$ cat src/hdl/dtv_pkg.sv
// Shared types, constants and helper functions of the date text validator.
`default_nettype none
package dtv_pkg;

  localparam int TEXT_LENGTH = 10;
  localparam int COUNT_W     = 4;
  localparam logic [COUNT_W-1:0] COUNT_LEN = COUNT_W'(TEXT_LENGTH);
  localparam logic [COUNT_W-1:0] COUNT_MAX = COUNT_W'(TEXT_LENGTH + 1);

  localparam logic [7:0] CH_DASH  = 8'h2D;
  localparam logic [7:0] CH_DOT   = 8'h2E;
  localparam logic [7:0] CH_SLASH = 8'h2F;
  localparam logic [7:0] CH_ZERO  = 8'h30;
  localparam logic [7:0] CH_NINE  = 8'h39;

  localparam logic [1:0] REG_YEAR   = 2'd0;
  localparam logic [1:0] REG_MONTH  = 2'd1;
  localparam logic [1:0] REG_DAY    = 2'd2;
  localparam logic [1:0] REG_FUTURE = 2'd3;

  localparam logic [1:0] STATUS_EMPTY   = 2'd0;
  localparam logic [1:0] STATUS_VALID   = 2'd1;
  localparam logic [1:0] STATUS_INVALID = 2'd2;
  localparam logic [1:0] STATUS_FUTURE  = 2'd3;

  typedef logic [7:0] char_t;

  typedef struct packed {
    logic [COUNT_W-1:0]              count;
    logic [TEXT_LENGTH-1:0][7:0]     text;
  } item_t;

  typedef struct packed {
    logic [13:0] year;
    logic [3:0]  month;
    logic [4:0]  day;
    logic        allow_future;
  } cfg_t;

  function automatic logic is_digit(input char_t c);
    return (c >= CH_ZERO) && (c <= CH_NINE);
  endfunction

  function automatic logic [3:0] digit_val(input char_t c);
    return c[3:0];
  endfunction

  function automatic logic [4:0] month_len(input logic [3:0] m, input logic leap);
    logic [4:0] len;
    case (m)
      4'd2:                      len = leap ? 5'd29 : 5'd28;
      4'd4, 4'd6, 4'd9, 4'd11:   len = 5'd30;
      default:                   len = 5'd31;
    endcase
    return len;
  endfunction

endpackage
`default_nettype wire

$ cat src/hdl/date_text_validator.sv
// Date text validator: takes a date one character per item and, at each end item, returns
// status (empty, valid, invalid, future) with the parsed year, month and day. One item is
// taken every cycle while the queue is not full. Each end item is snapshotted into a
// two-entry queue and checked by a two-stage back end; its result passes through the queue,
// the stage-1 register and the output register. in_ready drops only when the queue is full
// because results are not being taken. Formats: YYYY-MM-DD, DD.MM.YYYY, DD/MM/YYYY.
// Write the today and allow_future registers only while no value is in flight.
`default_nettype none
module date_text_validator (
  input  wire logic        clk,
  input  wire logic        rst_n,
  input  wire logic        cfg_we,
  input  wire logic [1:0]  cfg_index,
  input  wire logic [13:0] cfg_data,
  input  wire logic        in_valid,
  output logic             in_ready,
  input  wire logic        in_kind,
  input  wire logic [7:0]  in_char_code,
  output logic             out_valid,
  input  wire logic        out_ready,
  output logic [1:0]       out_status,
  output logic [13:0]      out_parsed_year,
  output logic [6:0]       out_parsed_month,
  output logic [6:0]       out_parsed_day
);
  import dtv_pkg::*;

  cfg_t  cfg_r;
  logic  in_acc, push, q_full, q_valid, q_pop;
  item_t push_item, q_item;

  always_ff @(posedge clk) begin
    if (!rst_n) begin
      cfg_r.year         <= 14'd2000;
      cfg_r.month        <= 4'd1;
      cfg_r.day          <= 5'd1;
      cfg_r.allow_future <= 1'b0;
    end else if (cfg_we) begin
      unique case (cfg_index)
        REG_YEAR:   cfg_r.year         <= cfg_data;
        REG_MONTH:  cfg_r.month        <= cfg_data[3:0];
        REG_DAY:    cfg_r.day          <= cfg_data[4:0];
        REG_FUTURE: cfg_r.allow_future <= cfg_data[0];
        default: ;
      endcase
    end
  end

  assign in_ready = !q_full;
  assign in_acc   = in_valid && in_ready;

  dtv_front u_front (
    .clk       (clk),
    .rst_n     (rst_n),
    .acc       (in_acc),
    .kind      (in_kind),
    .char_code (in_char_code),
    .push      (push),
    .push_item (push_item)
  );

  dtv_queue u_queue (
    .clk       (clk),
    .rst_n     (rst_n),
    .push      (push),
    .push_item (push_item),
    .full      (q_full),
    .pop_valid (q_valid),
    .pop       (q_pop),
    .pop_item  (q_item)
  );

  dtv_back u_back (
    .clk              (clk),
    .rst_n            (rst_n),
    .cfg              (cfg_r),
    .q_valid          (q_valid),
    .q_item           (q_item),
    .q_pop            (q_pop),
    .out_valid        (out_valid),
    .out_ready        (out_ready),
    .out_status       (out_status),
    .out_parsed_year  (out_parsed_year),
    .out_parsed_month (out_parsed_month),
    .out_parsed_day   (out_parsed_day)
  );

endmodule
`default_nettype wire

$ cat src/hdl/dtv_front.sv
// Front end: takes character items into the text buffer and queues a snapshot on each end item.
`default_nettype none
module dtv_front (
  input  wire logic          clk,
  input  wire logic          rst_n,
  input  wire logic          acc,
  input  wire logic          kind,
  input  wire dtv_pkg::char_t char_code,
  output logic               push,
  output dtv_pkg::item_t     push_item
);
  import dtv_pkg::*;

  logic [COUNT_W-1:0] count_r, count_nxt;
  char_t              buf_r [TEXT_LENGTH];

  always_comb begin
    count_nxt = count_r;
    if (acc) begin
      if (kind) begin
        count_nxt = '0;
      end else if (count_r < COUNT_MAX) begin
        count_nxt = count_r + COUNT_W'(1);
      end
    end
  end

  always_ff @(posedge clk) begin
    if (!rst_n) begin
      count_r <= '0;
    end else begin
      count_r <= count_nxt;
    end
  end

  always_ff @(posedge clk) begin
    if (acc && !kind && (count_r < COUNT_LEN)) begin
      buf_r[count_r] <= char_code;
    end
  end

  assign push = acc && kind;

  always_comb begin
    push_item.count = count_r;
    for (int i = 0; i < TEXT_LENGTH; i++) begin
      push_item.text[i] = buf_r[i];
    end
  end

endmodule
`default_nettype wire

$ cat src/hdl/dtv_queue.sv
// Two-entry queue of closed values between front and back end.
`default_nettype none
module dtv_queue (
  input  wire logic           clk,
  input  wire logic           rst_n,
  input  wire logic           push,
  input  wire dtv_pkg::item_t push_item,
  output logic                full,
  output logic                pop_valid,
  input  wire logic           pop,
  output dtv_pkg::item_t      pop_item
);
  import dtv_pkg::*;

  item_t       mem_r [2];
  logic        wr_ptr_r, wr_ptr_nxt;
  logic        rd_ptr_r, rd_ptr_nxt;
  logic [1:0]  cnt_r, cnt_nxt;
  logic        do_push, do_pop;

  assign full      = (cnt_r == 2'd2);
  assign pop_valid = (cnt_r != 2'd0);
  assign do_push   = push && !full;
  assign do_pop    = pop && pop_valid;
  assign pop_item  = mem_r[rd_ptr_r];

  always_comb begin
    wr_ptr_nxt = do_push ? !wr_ptr_r : wr_ptr_r;
    rd_ptr_nxt = do_pop ? !rd_ptr_r : rd_ptr_r;
    cnt_nxt    = cnt_r;
    if (do_push && !do_pop) begin
      cnt_nxt = cnt_r + 2'd1;
    end else if (do_pop && !do_push) begin
      cnt_nxt = cnt_r - 2'd1;
    end
  end

  always_ff @(posedge clk) begin
    if (!rst_n) begin
      wr_ptr_r <= 1'b0;
      rd_ptr_r <= 1'b0;
      cnt_r    <= '0;
    end else begin
      wr_ptr_r <= wr_ptr_nxt;
      rd_ptr_r <= rd_ptr_nxt;
      cnt_r    <= cnt_nxt;
    end
  end

  always_ff @(posedge clk) begin
    if (do_push) begin
      mem_r[wr_ptr_r] <= push_item;
    end
  end

endmodule
`default_nettype wire

$ cat src/hdl/dtv_back.sv
// Back end: parses the text in one stage, checks calendar and today's date in the next.
`default_nettype none
module dtv_back (
  input  wire logic           clk,
  input  wire logic           rst_n,
  input  wire dtv_pkg::cfg_t  cfg,
  input  wire logic           q_valid,
  input  wire dtv_pkg::item_t q_item,
  output logic                q_pop,
  output logic                out_valid,
  input  wire logic           out_ready,
  output logic [1:0]          out_status,
  output logic [13:0]         out_parsed_year,
  output logic [6:0]          out_parsed_month,
  output logic [6:0]          out_parsed_day
);
  import dtv_pkg::*;

  typedef struct packed {
    logic        empty;
    logic        parse_ok;
    logic        leap;
    logic [13:0] year;
    logic [6:0]  month;
    logic [6:0]  day;
  } parse_t;

  parse_t      s1_r, s1_nxt;
  logic        s1_valid_r;
  logic        out_valid_r;
  logic [1:0]  status_r, status_nxt;
  logic [13:0] year_r, year_nxt;
  logic [6:0]  month_r, month_nxt;
  logic [6:0]  day_r, day_nxt;
  logic        out_free, s1_load, out_load;

  // stage 1: format and digits
  logic        iso, eu, len_ok, dig_ok;
  logic [6:0]  hh, yy, mm, dd;
  logic [3:0]  p_hh0, p_hh1, p_yy0, p_yy1, p_m0, p_m1, p_d0, p_d1;
  char_t       sep;

  always_comb begin
    sep    = q_item.text[2];
    len_ok = (q_item.count == COUNT_LEN);
    iso    = (q_item.text[4] == CH_DASH) && (q_item.text[7] == CH_DASH);
    eu     = ((sep == CH_DOT) || (sep == CH_SLASH)) && (q_item.text[5] == sep);
    if (iso) begin
      dig_ok = is_digit(q_item.text[0]) && is_digit(q_item.text[1]) &&
               is_digit(q_item.text[2]) && is_digit(q_item.text[3]) &&
               is_digit(q_item.text[5]) && is_digit(q_item.text[6]) &&
               is_digit(q_item.text[8]) && is_digit(q_item.text[9]);
      p_hh0 = digit_val(q_item.text[0]);
      p_hh1 = digit_val(q_item.text[1]);
      p_yy0 = digit_val(q_item.text[2]);
      p_yy1 = digit_val(q_item.text[3]);
      p_m0  = digit_val(q_item.text[5]);
      p_m1  = digit_val(q_item.text[6]);
      p_d0  = digit_val(q_item.text[8]);
      p_d1  = digit_val(q_item.text[9]);
    end else begin
      dig_ok = is_digit(q_item.text[0]) && is_digit(q_item.text[1]) &&
               is_digit(q_item.text[3]) && is_digit(q_item.text[4]) &&
               is_digit(q_item.text[6]) && is_digit(q_item.text[7]) &&
               is_digit(q_item.text[8]) && is_digit(q_item.text[9]);
      p_d0  = digit_val(q_item.text[0]);
      p_d1  = digit_val(q_item.text[1]);
      p_m0  = digit_val(q_item.text[3]);
      p_m1  = digit_val(q_item.text[4]);
      p_hh0 = digit_val(q_item.text[6]);
      p_hh1 = digit_val(q_item.text[7]);
      p_yy0 = digit_val(q_item.text[8]);
      p_yy1 = digit_val(q_item.text[9]);
    end
    hh = 7'(p_hh0) * 7'd10 + 7'(p_hh1);
    yy = 7'(p_yy0) * 7'd10 + 7'(p_yy1);
    mm = 7'(p_m0) * 7'd10 + 7'(p_m1);
    dd = 7'(p_d0) * 7'd10 + 7'(p_d1);

    s1_nxt.empty    = (q_item.count == '0);
    s1_nxt.parse_ok = len_ok && (iso || eu) && dig_ok;
    // 100 and 400 are multiples of 4, so the low digit pairs decide
    s1_nxt.leap     = (yy == 7'd0) ? (hh[1:0] == 2'd0) : (yy[1:0] == 2'd0);
    s1_nxt.year     = 14'(hh) * 14'd100 + 14'(yy);
    s1_nxt.month    = mm;
    s1_nxt.day      = dd;
  end

  // stage 2: calendar and today check
  logic        range_ok, later;
  logic [4:0]  mlen;

  always_comb begin
    mlen     = month_len(s1_r.month[3:0], s1_r.leap);
    range_ok = (s1_r.year != 14'd0) && (s1_r.month >= 7'd1) && (s1_r.month <= 7'd12) &&
               (s1_r.day >= 7'd1) && (s1_r.day <= 7'(mlen));
    if (s1_r.year != cfg.year) begin
      later = s1_r.year > cfg.year;
    end else if (s1_r.month != 7'(cfg.month)) begin
      later = s1_r.month > 7'(cfg.month);
    end else begin
      later = s1_r.day > 7'(cfg.day);
    end

    year_nxt  = s1_r.year;
    month_nxt = s1_r.month;
    day_nxt   = s1_r.day;
    if (s1_r.empty || !s1_r.parse_ok) begin
      year_nxt  = '0;
      month_nxt = '0;
      day_nxt   = '0;
    end
    if (s1_r.empty) begin
      status_nxt = STATUS_EMPTY;
    end else if (!s1_r.parse_ok || !range_ok) begin
      status_nxt = STATUS_INVALID;
    end else if (!cfg.allow_future && later) begin
      status_nxt = STATUS_FUTURE;
    end else begin
      status_nxt = STATUS_VALID;
    end
  end

  assign out_free = !out_valid_r || out_ready;
  assign out_load = s1_valid_r && out_free;
  assign s1_load  = !s1_valid_r || out_free;
  assign q_pop    = q_valid && s1_load;

  always_ff @(posedge clk) begin
    if (!rst_n) begin
      s1_valid_r  <= 1'b0;
      out_valid_r <= 1'b0;
    end else begin
      if (s1_load) begin
        s1_valid_r <= q_valid;
      end
      if (out_load) begin
        out_valid_r <= 1'b1;
      end else if (out_ready) begin
        out_valid_r <= 1'b0;
      end
    end
  end

  always_ff @(posedge clk) begin
    if (q_pop) begin
      s1_r <= s1_nxt;
    end
    if (out_load) begin
      status_r <= status_nxt;
      year_r   <= year_nxt;
      month_r  <= month_nxt;
      day_r    <= day_nxt;
    end
  end

  assign out_valid        = out_valid_r;
  assign out_status       = status_r;
  assign out_parsed_year  = year_r;
  assign out_parsed_month = month_r;
  assign out_parsed_day   = day_r;

endmodule
`default_nettype wire

$ cat config.mk
export PLATFORM = sky130hd
export DESIGN_NAME = date_text_validator
export DESIGN_NICKNAME = d
export VERILOG_FILES = /design/src/hdl/dtv_pkg.sv /design/src/hdl/date_text_validator.sv /design/src/hdl/dtv_front.sv /design/src/hdl/dtv_queue.sv /design/src/hdl/dtv_back.sv
export SDC_FILE = /design/constraint.sdc
export NUM_CORES = 1
export LEC_CHECK = 0
export BUFFER_PORTS_ARGS = -buffer_cell sky130_fd_sc_hd__buf_4
export CAP_MARGIN = 20
export CORE_UTILIZATION = 45
export CTS_CLUSTER_SIZE = 10
export DETAILED_ROUTE_END_ITERATION = 10
export GPL_ROUTABILITY_DRIVEN = 0
export GPL_TIMING_DRIVEN = 0
export HOLD_SLACK_MARGIN = 0.03
export PLACE_DENSITY_LB_ADDON = 0.15
export SYNTH_ARGS = -nofsm -noshare
export SYNTH_HDL_FRONTEND = slang
export SYNTH_SLANG_ARGS = --single-unit
$ cat constraint.sdc
create_clock -name clk -period 8.2 [get_ports clk]
set_input_delay 0.41 -clock clk [delete_from_list [all_inputs] [get_ports clk]]
set_output_delay 0.41 -clock clk [all_outputs]
set_load 0.02 [all_outputs]
==> reports/qor.yml, run 1 <==
ys_async_sr_fraction_pct: 0
die_w_microns: 184.8
drt-wirelength-per-cell_microns: 19.91
rsz0062_at_grt: "false"
nets: 1240
ios: 62
synth_area_sq_mm: 0.01504
route.detailed.drc: 0
cp-start-kind: "flip-flop"
htreeDepth: 2
grt_max_degree: 51
clockBufferDepth: 3
ys_seq_elements: 344
syn_inst: 1007
powerDensity_mw_per_mm2: 400.8
p_switching_mw: 2.404
clock_latency_ns: 0.54
ys_types: 64
post-synth-top-area-cell: "edfxtp_1"
finalCritPeriodShare_pct: 82.85
worstHoldPathType: "input port to flip-flop"
p_seq_share_pct: 35.3
relSlewSlack_pct: 37.39
drt_wl_total_microns: 31300
fin_tns_setup_ns: 0
tritoncts: "done"
crit_required_ns: 8.45
rows: 66
cp-end-kind: "flip-flop"
yosys.area_share.simple_pct: 9.137
min_delay_path_depth: 3
regArea_sq_mm: 0.009980
worstPathMaxFanout: 10
antenna_found_initial: 0
crit_path_frequent_cell: "ha_1"
drv_slew: 0
hpwlAfterDp_microns: 22630
synth.most_common_cell: "edfxtp_1"
clkSinkCount: 344
arrival_ns: 7.04
layout-drive-gt1-share_pct: 13.45
ys_seq_area_share_pct: 66.37
r2r_slack_ns: 1.41
p_leak_nw: 6.245
post_synth.cell_area_avg_sq_um: 14.93
fin_util_pct: 53.06
max-cap-violations: 0
area_growth_pct: 15.40
slowest_delay_ns: 0.74
diodes: 0
synth_nets: 1131
synthMuxAreaShare_pct: 4.826
cts_made_buffers: 41
port_buffers: 61
slowest_stage: "buf_1"
finalSetupViolCount: 0
core_area_sq_mm: 0.03270
ys_warn_count: 0
synth_compound_area_share_pct: 6.158
reg2reg_to: "u_back.s1_r[27]"
die-area_sq_mm: 0.03415
p_int_mw: 4.550
postRouteAntennaNets: 0
synth_top_flop_cell: "edfxtp_1"
power_frac_clock_pct: 22.8
synth_adder_area_share_pct: 8.272
num_vias: 8402
synth_top_family_by_area: "simple AND/OR/NAND/NOR gates"
cts_setup_buffers: 0
path_class: "flip-flop to flip-flop"
period_needed_ns: 6.794
worstMarginPinSlew_ns: 0.9391
r2r_cells: 21
max_freq_mhz: 147.2
min_to: "cfg_r[16]"
multi_input_area_sq_mm: 0.004757
track_usage_pct: 18.91
finalClockSkew_ns: 0.02422
cts_resized: 0
p_sw_share_pct: 34.57
drtPass1Iterations: 6
crit_chain: "buf_6 -> buf_2 -> buf_1 -> clkbuf_1 -> mux4_2 -> ha_1 -> ha_1 -> ha_1 -> nand2_1 -> nor2_1 -> xnor2_1 -> xnor2_2 -> inv_1 -> ha_1 -> ha_1 -> ha_1 -> ha_1 -> or4_1 -> o211ai_1 -> nor4_1 -> xnor3_1"
initial_utilization_pct: 45.98
grt-ovfl-total: 0
drtIter0Drc: 477
cts.clk_slew.worst_paths_ns: 0.05
die_h_microns: 184.8
synth_common_cells: "edfxtp_1, ha_1, inv_1"
grt_pass1_vias: 8558
synth_top_area_share_pct: 61.71
synth_enable_flop_cells: 309
finalHoldViolations: 0
min-delay-start: "cfg_data[6]"
fillers: 2753
status: "completed"
via_per_inst: 5.345
synthTopCellsByArea: "edfxtp_1, ha_1, dfxtp_1, mux2i_1, xnor2_1"
synthXorXnorAreaFrac_pct: 3.112
hold_buffers: 0
p_comb_share_pct: 41.9
cts_root_buf: "clkbuf_16"
peakVddDrop_mv: 0.3288
grt_first_pass_wirelength_microns: 48000
## cell usage in the layout, fill, tap and decap left out, types with 16 or more instances in the layout
master | Yosys | layout
xnor2_1 | 33 | 33
ha_1 | 85 | 85
inv_1 | 55 | 55
xor2_1 | 16 | 16
o211ai_1 | 16 | 16
and2_1 | 41 | 41
buf_4 | 0 | 61
mux2i_1 | 33 | 33
a21oi_1 | 40 | 40
edfxtp_1 | 309 | 309
o21ai_0 | 28 | 28
nor2b_1 | 23 | 22
nand2_1 | 54 | 54
dfxtp_1 | 35 | 35
nor2_1 | 30 | 29
nor3_1 | 19 | 19
clkbuf_1 | 12 | 21
clkbuf_16 | 0 | 41
## cell type report
type                            count  share of cell area [%]
Multi-Input combinational cell    586                   27.42
Clock buffer                       52                   6.266
Clock inverter                      5                  0.4327
Timing Repair Buffer               66                   3.346
Sequential cell                   344                   57.51
Inverter                           55                   1.190
Buffer                             22                  0.6490
Tap cell                          442                   3.187
## cells by family (layout without fill, tap and decap cells)
group | after synthesis | count (layout)
flip-flops | 344 | 344
AND/OR/NAND/NOR | 246 | 246
multiplexers | 52 | 52
AO/OA/AOI/OAI | 143 | 143
adder cells (fa/ha/maj) | 94 | 94
buffers and inverters | 77 | 200
XOR/XNOR | 51 | 51
## how the worst max path moves through the flow
| stage | startpoint | end | slack (ns) | cells after the start |
|---|---|---|---|---|
| after floorplan | u_queue.mem_r[1][63] | u_back.s1_r[27] | 2.62 | 21 |
| after CTS | flip-flop | u_back.s1_r[27] | 1.26 | 18 |
| after detailed placement | flip-flop | u_back.s1_r[27] | 1.32 | 18 |
| after global placement | u_queue.cnt_r[0] | u_queue.mem_r[0][63] | 1.05 | 4 |
| after global routing | flip-flop | u_back.s1_r[27] | 0.98 | 22 |
| final | flip-flop | u_back.s1_r[27] | 1.41 | 21 |
## layer usage
layer	vias up	share of wire [%]	global-route usage, %
li1	4014	-	-
met1	4121	42	23.44
met2	208	50	33.08
met3	59	4.8	3.323
met4	0	3.1	6.909
met5	-	0	0
## through the flow
stage                     setup slack, ns  hold WS [ns]  total power [mW]  cells  area, sq um
final                               1.406       0.09970             6.954   1572        17350
after global placement              1.049        0.4220             5.384   1510        16050
after global routing               0.9823       0.08280             7.482   1572        17350
after detailed placement            1.317        0.4291             5.420   1515        16190
after CTS                           1.264       0.07952             7.042   1572        17350
after floorplan                     2.624        0.4215             4.733   1007        15040
## power groups by stage
stage	clock, mW	combinational (mW)	sequential [mW]
floorplan	0	2.27	2.47
global placement	0	2.88	2.50
detailed placement	0	2.93	2.49
CTS	1.63	2.96	2.45
global route	1.70	3.32	2.47
finish	1.59	2.91	2.45
## sequential cells by signal, indices dropped and copies added (netlist names), named ones only
signal / cells
u_queue.wr_ptr_r: 1
u_queue.mem_r: 168
cfg_r: 24
u_back.s1_r: 31
u_back.out_parsed_month: 7
u_back.out_parsed_day: 7
u_queue.cnt_r: 2
u_back.out_valid: 1
u_back.out_status: 2
u_front.buf_r: 80
u_queue.rd_ptr_r: 1
u_back.out_parsed_year: 14
u_back.s1_valid_r: 1
u_front.count_r: 4
## worst max-delay path: cells and delay by family, from the launching register on
kind | cells | cell delay (ns)
buffers and inverters | 5 | 1.88
AO/OA/AOI/OAI | 1 | 0.18
AND/OR/NAND/NOR | 4 | 0.76
adder cells (fa/ha/maj) | 7 | 2.04
multiplexers | 1 | 0.47
XOR/XNOR | 3 | 0.76
flip-flops | 1 | 0.39
Note: power is estimated with default switching activity, not from simulation.
==> run 2: changes to the inputs <==
==> constraint.sdc (replaced) <==
create_clock -name clk -period 6.8 [get_ports clk]
set_input_delay 0.34 -clock clk [delete_from_list [all_inputs] [get_ports clk]]
set_output_delay 0.34 -clock clk [all_outputs]
set_load 0.02 [all_outputs]
==> reports/qor.yml, run 2 (synthesis gave the netlist of run 1 again) <==
htreeDepth: 2  # unchanged
die-area_sq_mm: 0.03415  # unchanged
drt-wirelength-per-cell_microns: 19.77  # was 19.91 microns
drt_wl_total_microns: 31120  # was 31300 microns
initial_utilization_pct: 45.98  # unchanged
nets: 1242  # was 1240
peakVddDrop_mv: 0.3965  # was 0.3288 mV
reg.largest.list: "u_queue.mem_r: 168 flops, u_front.buf_r: 80 flops, u_back.s1_r: 31 flops"  # unchanged
min_delay_path_depth: 3  # unchanged
grt_pass1_vias: 8579  # was 8558
grt_first_pass_wirelength_microns: 48030  # was 48000 microns
cts_made_buffers: 41  # unchanged
powerDensity_mw_per_mm2: 482.2  # was 400.8 mW/mm^2
crit_required_ns: 7.05  # was 8.45 ns
finalCritPeriodShare_pct: 92.91  # was 82.85%
clock_latency_ns: 0.54  # about the same
grt_max_degree: 51  # unchanged
worst_slack_ns: 0.4824  # was 1.406 ns
relSlewSlack_pct: 41.34  # was 37.39%
final_common_cell: "edfxtp_1"  # unchanged
cp-end-kind: "flip-flop"  # unchanged
worstPathMaxFanout: 10  # unchanged
antenna_found_initial: 0  # unchanged
drtIter0Drc: 462  # was 477
status: "completed"  # unchanged
clkSinkCount: 344  # unchanged
finalHoldViolations: 0  # unchanged
worstHoldPathType: "input port to flip-flop"  # unchanged
port_buffers: 61  # unchanged
period_needed_ns: 6.318  # was 6.794 ns
min_to: "cfg_r[14]"  # was cfg_r[16]
via_per_inst: 5.314  # was 5.345
track_usage_pct: 18.93  # was 18.91%
tritoncts: "done"  # unchanged
place_area_sq_mm: 0.01619  # unchanged
cts_setup_buffers: 0  # unchanged
max-cap-violations: 0  # unchanged
clockBufferDepth: 3  # unchanged
die_h_microns: 184.8  # unchanged
final_area_sq_mm: 0.01739  # was 0.01735 sq mm
place_ws_ns: -0.08292  # was 1.317 ns
finalClockSkew_ns: 0.02344  # was 0.02422 ns
drtPass1Iterations: 6  # unchanged
worstMarginPinSlew_ns: 0.8780  # was 0.9391 ns
rsz0062_at_grt: "false"  # unchanged
path_class: "flip-flop to flip-flop"  # unchanged
mostFrequentLayoutCells: "edfxtp_1, ha_1, buf_4, inv_1, nand2_1"  # unchanged
grt-ovfl-total: 0  # unchanged
drv_slew: 0  # unchanged
min-delay-start: "cfg_data[4]"  # was cfg_data[6]
layout-drive-gt1-share_pct: 13.52  # was 13.45%
finalSetupViolCount: 0  # unchanged
p_leak_nw: 6.262  # was 6.245 nW
route.detailed.drc: 0  # unchanged
area_growth_pct: 15.67  # was 15.40%
core_area_sq_mm: 0.03270  # unchanged
largest_reg_flops: 168  # unchanged
ios: 62  # unchanged
rows: 66  # unchanged
hpwlAfterDp_microns: 22630  # unchanged
max_freq_mhz: 158.3  # was 147.2 MHz
cts_root_buf: "clkbuf_16"  # unchanged
r2r_slack_ns: 0.48  # was 1.41 ns
cp-start-kind: "flip-flop"  # unchanged
diodes: 0  # unchanged
num_vias: 8365  # was 8402
top_register: "u_queue.mem_r"  # unchanged
cts.clk_slew.worst_paths_ns: 0.05  # about the same
die_w_microns: 184.8  # unchanged
reg2reg_to: "u_back.s1_r[27]"  # unchanged
r2r_cells: 23  # was 21
arrival_ns: 6.56  # was 7.04 ns
postRouteAntennaNets: 0  # unchanged
[run 2: cell types whose count changed in the layout (fill, tap and decap cells not counted)]
cell             before  now
dlygate4sd3_1         0    4
clkbuf_1             21   19
buf_1                 1    0
clkdlybuf4s15_2       0    1
[run 2: how the worst max path moves through the flow]
| stage | cells after the start | from | endpoint | slack, ns |
|---|---|---|---|---|
| 6_report | 23 | flip-flop | u_back.s1_r[27] | 0.48 |
| 5_1_grt | 23 | flip-flop | u_back.s1_r[27] | 0.03 |
| 4_1_cts | 18 | flip-flop | u_back.s1_r[27] | 0.1 |
| 3_5_place_dp | 18 | flip-flop | u_back.s1_r[27] | -0.08 |
| 3_3_place_gp | 4 | u_queue.cnt_r[0] | u_queue.mem_r[0][63] | -0.35 |
| 2_1_floorplan | 21 | u_queue.mem_r[1][63] | u_back.s1_r[27] | 1.22 |
[run 2: power by group]
| group | internal (mW) | switching [mW] | total (mW) | leakage (nW) |
|---|---|---|---|---|
| clock | 1.12 | 0.799 | 1.92 | 0.560 |
| combinational | 1.59 | 1.92 | 3.51 | 2.57 |
| sequential | 2.78 | 0.176 | 2.96 | 3.13 |
[run 2: layer usage]
| metal | part of all wire (%) | vias to the layer above | track usage, % |
|---|---|---|---|
| met2 | 50 | 178 | 33.08 |
| li1 | - | 4024 | - |
| met1 | 42 | 4105 | 23.38 |
| met3 | 4.4 | 58 | 3.382 |
| met4 | 3.1 | 0 | 7.074 |
| met5 | 0 | - | 0 |
[run 2: stage by stage]
step                      util, %  TNS (ns)  total power [mW]  hold WS, ns  instances
final                       53.18         0             8.386      0.05140       1574
after global routing        53.18         0             9.024      0.04917       1574
after CTS                   53.21         0             8.496      0.03904       1576
after detailed placement    49.51  -0.08292             6.536       0.4291       1515
after global placement      49.07    -29.03             6.492       0.4220       1510
after floorplan                 -         0             5.707       0.4215       1007
[run 2: critical path, stage by stage, from the launching register on]
cell      delay [ns]
dfxtp_1         0.39
buf_6           0.17
and4bb_1        0.19
a22oi_1         0.28
a221o_2         0.21
buf_6           0.20
buf_2           0.30
o21ai_0         0.13
o21ai_0         0.37
inv_1           0.11
fa_1            0.44
xnor2_1         0.33
ha_1            0.30
ha_1            0.30
ha_1            0.32
xnor2_1         0.14
ha_1            0.33
nor2b_1         0.14
o21ai_0         0.17
a21boi_0        0.18
nor2_1          0.21
nand3_1         0.14
nor4_1          0.37
xnor3_1         0.31
[run 2: timing repair]
item / in CTS / in global routing
gates cloned: 0 / 0
endpoints found under the hold margin: 4 / 0
hold buffers: 4 / 0
setup endpoints to repair: 1 / 2
resized for setup: 2 / 0
[run 2: area by class of cell]
class,instances,area (sq um)
fill,2752,15310
multi-input combinational,586,4757
buffer,20,112.6
inverter,55,206.4
sequential,344,9980
clock buffer,52,1087
tap,442,553.0
timing repair buffer,70,620.6
clock inverter,5,75.07
==> run 3: changes to the inputs <==
--- a/config.mk
+++ b/config.mk
@@ -5,13 +5,14 @@
 export SDC_FILE = /design/constraint.sdc
 export NUM_CORES = 1
 export LEC_CHECK = 0
+export ABC_AREA = 1
 export BUFFER_PORTS_ARGS = -buffer_cell sky130_fd_sc_hd__buf_4
 export CAP_MARGIN = 20
 export CORE_UTILIZATION = 45
 export CTS_CLUSTER_SIZE = 10
 export DETAILED_ROUTE_END_ITERATION = 10
 export GPL_ROUTABILITY_DRIVEN = 0
-export GPL_TIMING_DRIVEN = 0
+export GPL_TIMING_DRIVEN = 1
 export HOLD_SLACK_MARGIN = 0.03
 export PLACE_DENSITY_LB_ADDON = 0.15
 export SYNTH_ARGS = -nofsm -noshare
==> reports/qor.yml, run 3 <==
reg.largest.list: "u_queue.mem_r: 168 flops, u_front.buf_r: 80 flops, u_back.s1_r: 31 flops"  # unchanged
synth_nets: 1420  # was 1131
nets: 1514  # was 1242
grt_first_pass_wirelength_microns: 47980  # was 48030 microns
clock_latency_ns: 0.53  # was 0.54 ns
port_buffers: 61  # unchanged
finalCritPeriodShare_pct: 84.65  # was 92.91%
fin_tns_setup_ns: 0  # unchanged
post_synth.cell_area_avg_sq_um: 11.78  # was 14.93 sq um
path_class: "flip-flop to flip-flop"  # unchanged
via_per_inst: 4.963  # was 5.314
relSlewSlack_pct: 26.43  # was 41.34%
ys_warn_count: 0  # unchanged
max-cap-violations: 0  # unchanged
initial_utilization_pct: 45.64  # was 45.98%
drtPass1Iterations: 5  # was 6
synth_top_area_share_pct: 60.78  # was 61.71%
clockBufferDepth: 3  # unchanged
area_growth_pct: 14.19  # was 15.67%
worstHoldPathType: "input port to flip-flop"  # unchanged
tritoncts: "done"  # unchanged
final_common_cell: "edfxtp_1"  # unchanged
layout-drive-gt1-share_pct: 10.74  # was 13.52%
drv_slew: 0  # unchanged
synth_top_flop_cell: "edfxtp_1"  # unchanged
ys_async_sr_fraction_pct: 0  # unchanged
rsz0062_at_grt: "false"  # unchanged
cts_made_buffers: 41  # unchanged
route.detailed.drc: 0  # unchanged
die_w_microns: 186.2  # was 184.8 microns
worstMarginPinSlew_ns: 1.098  # was 0.8780 ns
die-area_sq_mm: 0.03467  # was 0.03415 sq mm
slowest_stage: "dfxtp_2"  # was fa_1
mostFrequentLayoutCells: "edfxtp_1, nand2_1, inv_1, nor2_1, ha_1"  # was edfxtp_1, ha_1, buf_4, inv_1, nand2_1
grt-ovfl-total: 0  # unchanged
die_h_microns: 186.2  # was 184.8 microns
worstPathMaxFanout: 40  # was 10
final_cell_count_no_fill: 1854  # was 1574
diodes: 0  # unchanged
htreeDepth: 2  # unchanged
place_ws_ns: 1.047  # was -0.08292 ns
crit_path_frequent_cell: "ha_1"  # unchanged
syn_inst: 1296  # was 1007
cp-start-kind: "flip-flop"  # unchanged
ys_seq_elements: 344  # unchanged
finalHoldViolations: 0  # unchanged
drt-wirelength-per-cell_microns: 16.27  # was 19.77 microns
slowest_delay_ns: 0.53  # was 0.44 ns
cts_root_buf: "clkbuf_16"  # unchanged
drt_wl_total_microns: 30170  # was 31120 microns
hpwlAfterDp_microns: 21490  # was 22630 microns
antenna_found_initial: 0  # unchanged
top_register: "u_queue.mem_r"  # unchanged
drtIter0Drc: 559  # was 462
dp_cells: 1793  # was 1515
clkSinkCount: 344  # unchanged
finalClockSkew_ns: 0.01698  # was 0.02344 ns
arrival_ns: 6.03  # was 6.56 ns
largest_reg_flops: 168  # unchanged
synthTopCellsByArea: "edfxtp_1, ha_1, nand2_1, dfxtp_1, inv_1"  # was edfxtp_1, ha_1, dfxtp_1, mux2i_1, xnor2_1
ys_types: 44  # was 64
ios: 62  # unchanged
rows: 67  # was 66
cp-end-kind: "flip-flop"  # unchanged
grt_max_degree: 46  # was 51
cts.clk_slew.worst_paths_ns: 0.05  # about the same
postRouteAntennaNets: 0  # unchanged
synth_area_sq_mm: 0.01527  # was 0.01504 sq mm
cts_setup_buffers: 0  # unchanged
status: "completed"  # unchanged
grt_pass1_vias: 9265  # was 8579
track_usage_pct: 18.26  # was 18.93%
ys_seq_area_share_pct: 65.37  # was 66.37%
crit_required_ns: 7.08  # was 7.05 ns
num_vias: 9202  # was 8365
synth_common_cells: "edfxtp_1, nand2_1, inv_1"  # was edfxtp_1, ha_1, inv_1
finalSetupViolCount: 0  # unchanged
core_area_sq_mm: 0.03345  # was 0.03270 sq mm
max_freq_mhz: 173.7  # was 158.3 MHz
post-synth-top-area-cell: "edfxtp_1"  # unchanged
synth.most_common_cell: "edfxtp_1"  # unchanged
worst_slack_ns: 1.044  # was 0.4824 ns
synth_enable_flop_cells: 309  # unchanged
period_needed_ns: 5.756  # was 6.318 ns
==> run 3: cell types whose count changed after synthesis, moves of 21 or more <==
cell / previous run / this run
nor2b_1: 23 / 0
inv_1: 55 / 174
o21ai_0: 28 / 59
mux2i_1: 33 / 5
and2_1: 41 / 1
nor2_1: 30 / 97
nand3_1: 11 / 46
a21oi_1: 40 / 61
nand2_1: 54 / 235
xnor2_1: 33 / 11
==> run 3: logic make-up after synthesis <==
| kind of cell | Yosys count | share of synthesized area, % |
|---|---|---|
| AOI/OAI and AO/OA | 164 | 5.917 |
| xor gates and xnor gates | 37 | 2.123 |
| adders and majority gates | 94 | 8.146 |
| buffers and inverters | 200 | 5.360 |
| DFF | 344 | 65.37 |
| muxes | 5 | 0.3278 |
| and+or+nand+nor | 452 | 12.76 |
==> run 3: final timing paths <==
check | from | slack, ns | cells past startpoint | end
worst max-delay path | flip-flop | 1.04 | 30 | u_back.s1_r[27]
worst min-delay path | cfg_data[6] | 0.05 | 3 | cfg_r[16]
worst min register to register | u_front.buf_r[2][2] | 0.44 | 0 | u_queue.mem_r[0][18]
worst max register to register | flip-flop | 1.04 | 30 | u_back.s1_r[27]
==> run 3: layout make-up <==
type | count | area (sq um)
fill | 2951 | 16010
sequential | 344 | 9981
multi-input combinational | 752 | 4506
clock buffer | 54 | 1096
inverter | 176 | 665.6
timing repair buffer | 75 | 568.0
tap | 448 | 560.5
clock inverter | 5 | 57.56
==> run 3: through the flow <==
step / utilization, % / instance area (sq um) / hold WS, ns
floorplan: - / 15270 / 0.4215
global placement: 48.61 / 16260 / 0.4223
detailed placement: 48.61 / 16260 / 0.4298
CTS: 52.12 / 17430 / 0.03556
global route: 52.12 / 17430 / 0.04338
finish: 52.12 / 17430 / 0.05347
==> run 3: what timing repair did <==
| item | CTS | global route |
|---|---|---|
| gates resized for setup | 0 | 0 |
| endpoints found under the hold margin | 2 | 0 |
| hold buffers | 2 | 0 |
==> run 3: metal layers <==
layer / routed length (microns) / share of wire (%) / up-vias / track usage, %
li1: - / - / 4644 / -
met1: 13140 / 44 / 4307 / 22.66
met2: 14980 / 50 / 201 / 32.91
met3: 1357 / 4.5 / 50 / 2.609
met4: 678 / 2.2 / 0 / 5.508
met5: 0 / 0 / - / 0
==> run 3: critical path: cells and delay by family, from the launching register on <==
| family | cells | cell delay [ns] |
|---|---|---|
| compound gates | 1 | 0.18 |
| flops | 1 | 0.53 |
| buf+inv | 5 | 0.80 |
| xor+xnor | 1 | 0.22 |
| fa+ha+maj | 7 | 2.04 |
| simple gates | 16 | 1.68 |
Power of run 3 is left out: the tool's default activity adds up to more than one toggle a clock period on the data nets, which glitch-free logic cannot reach.
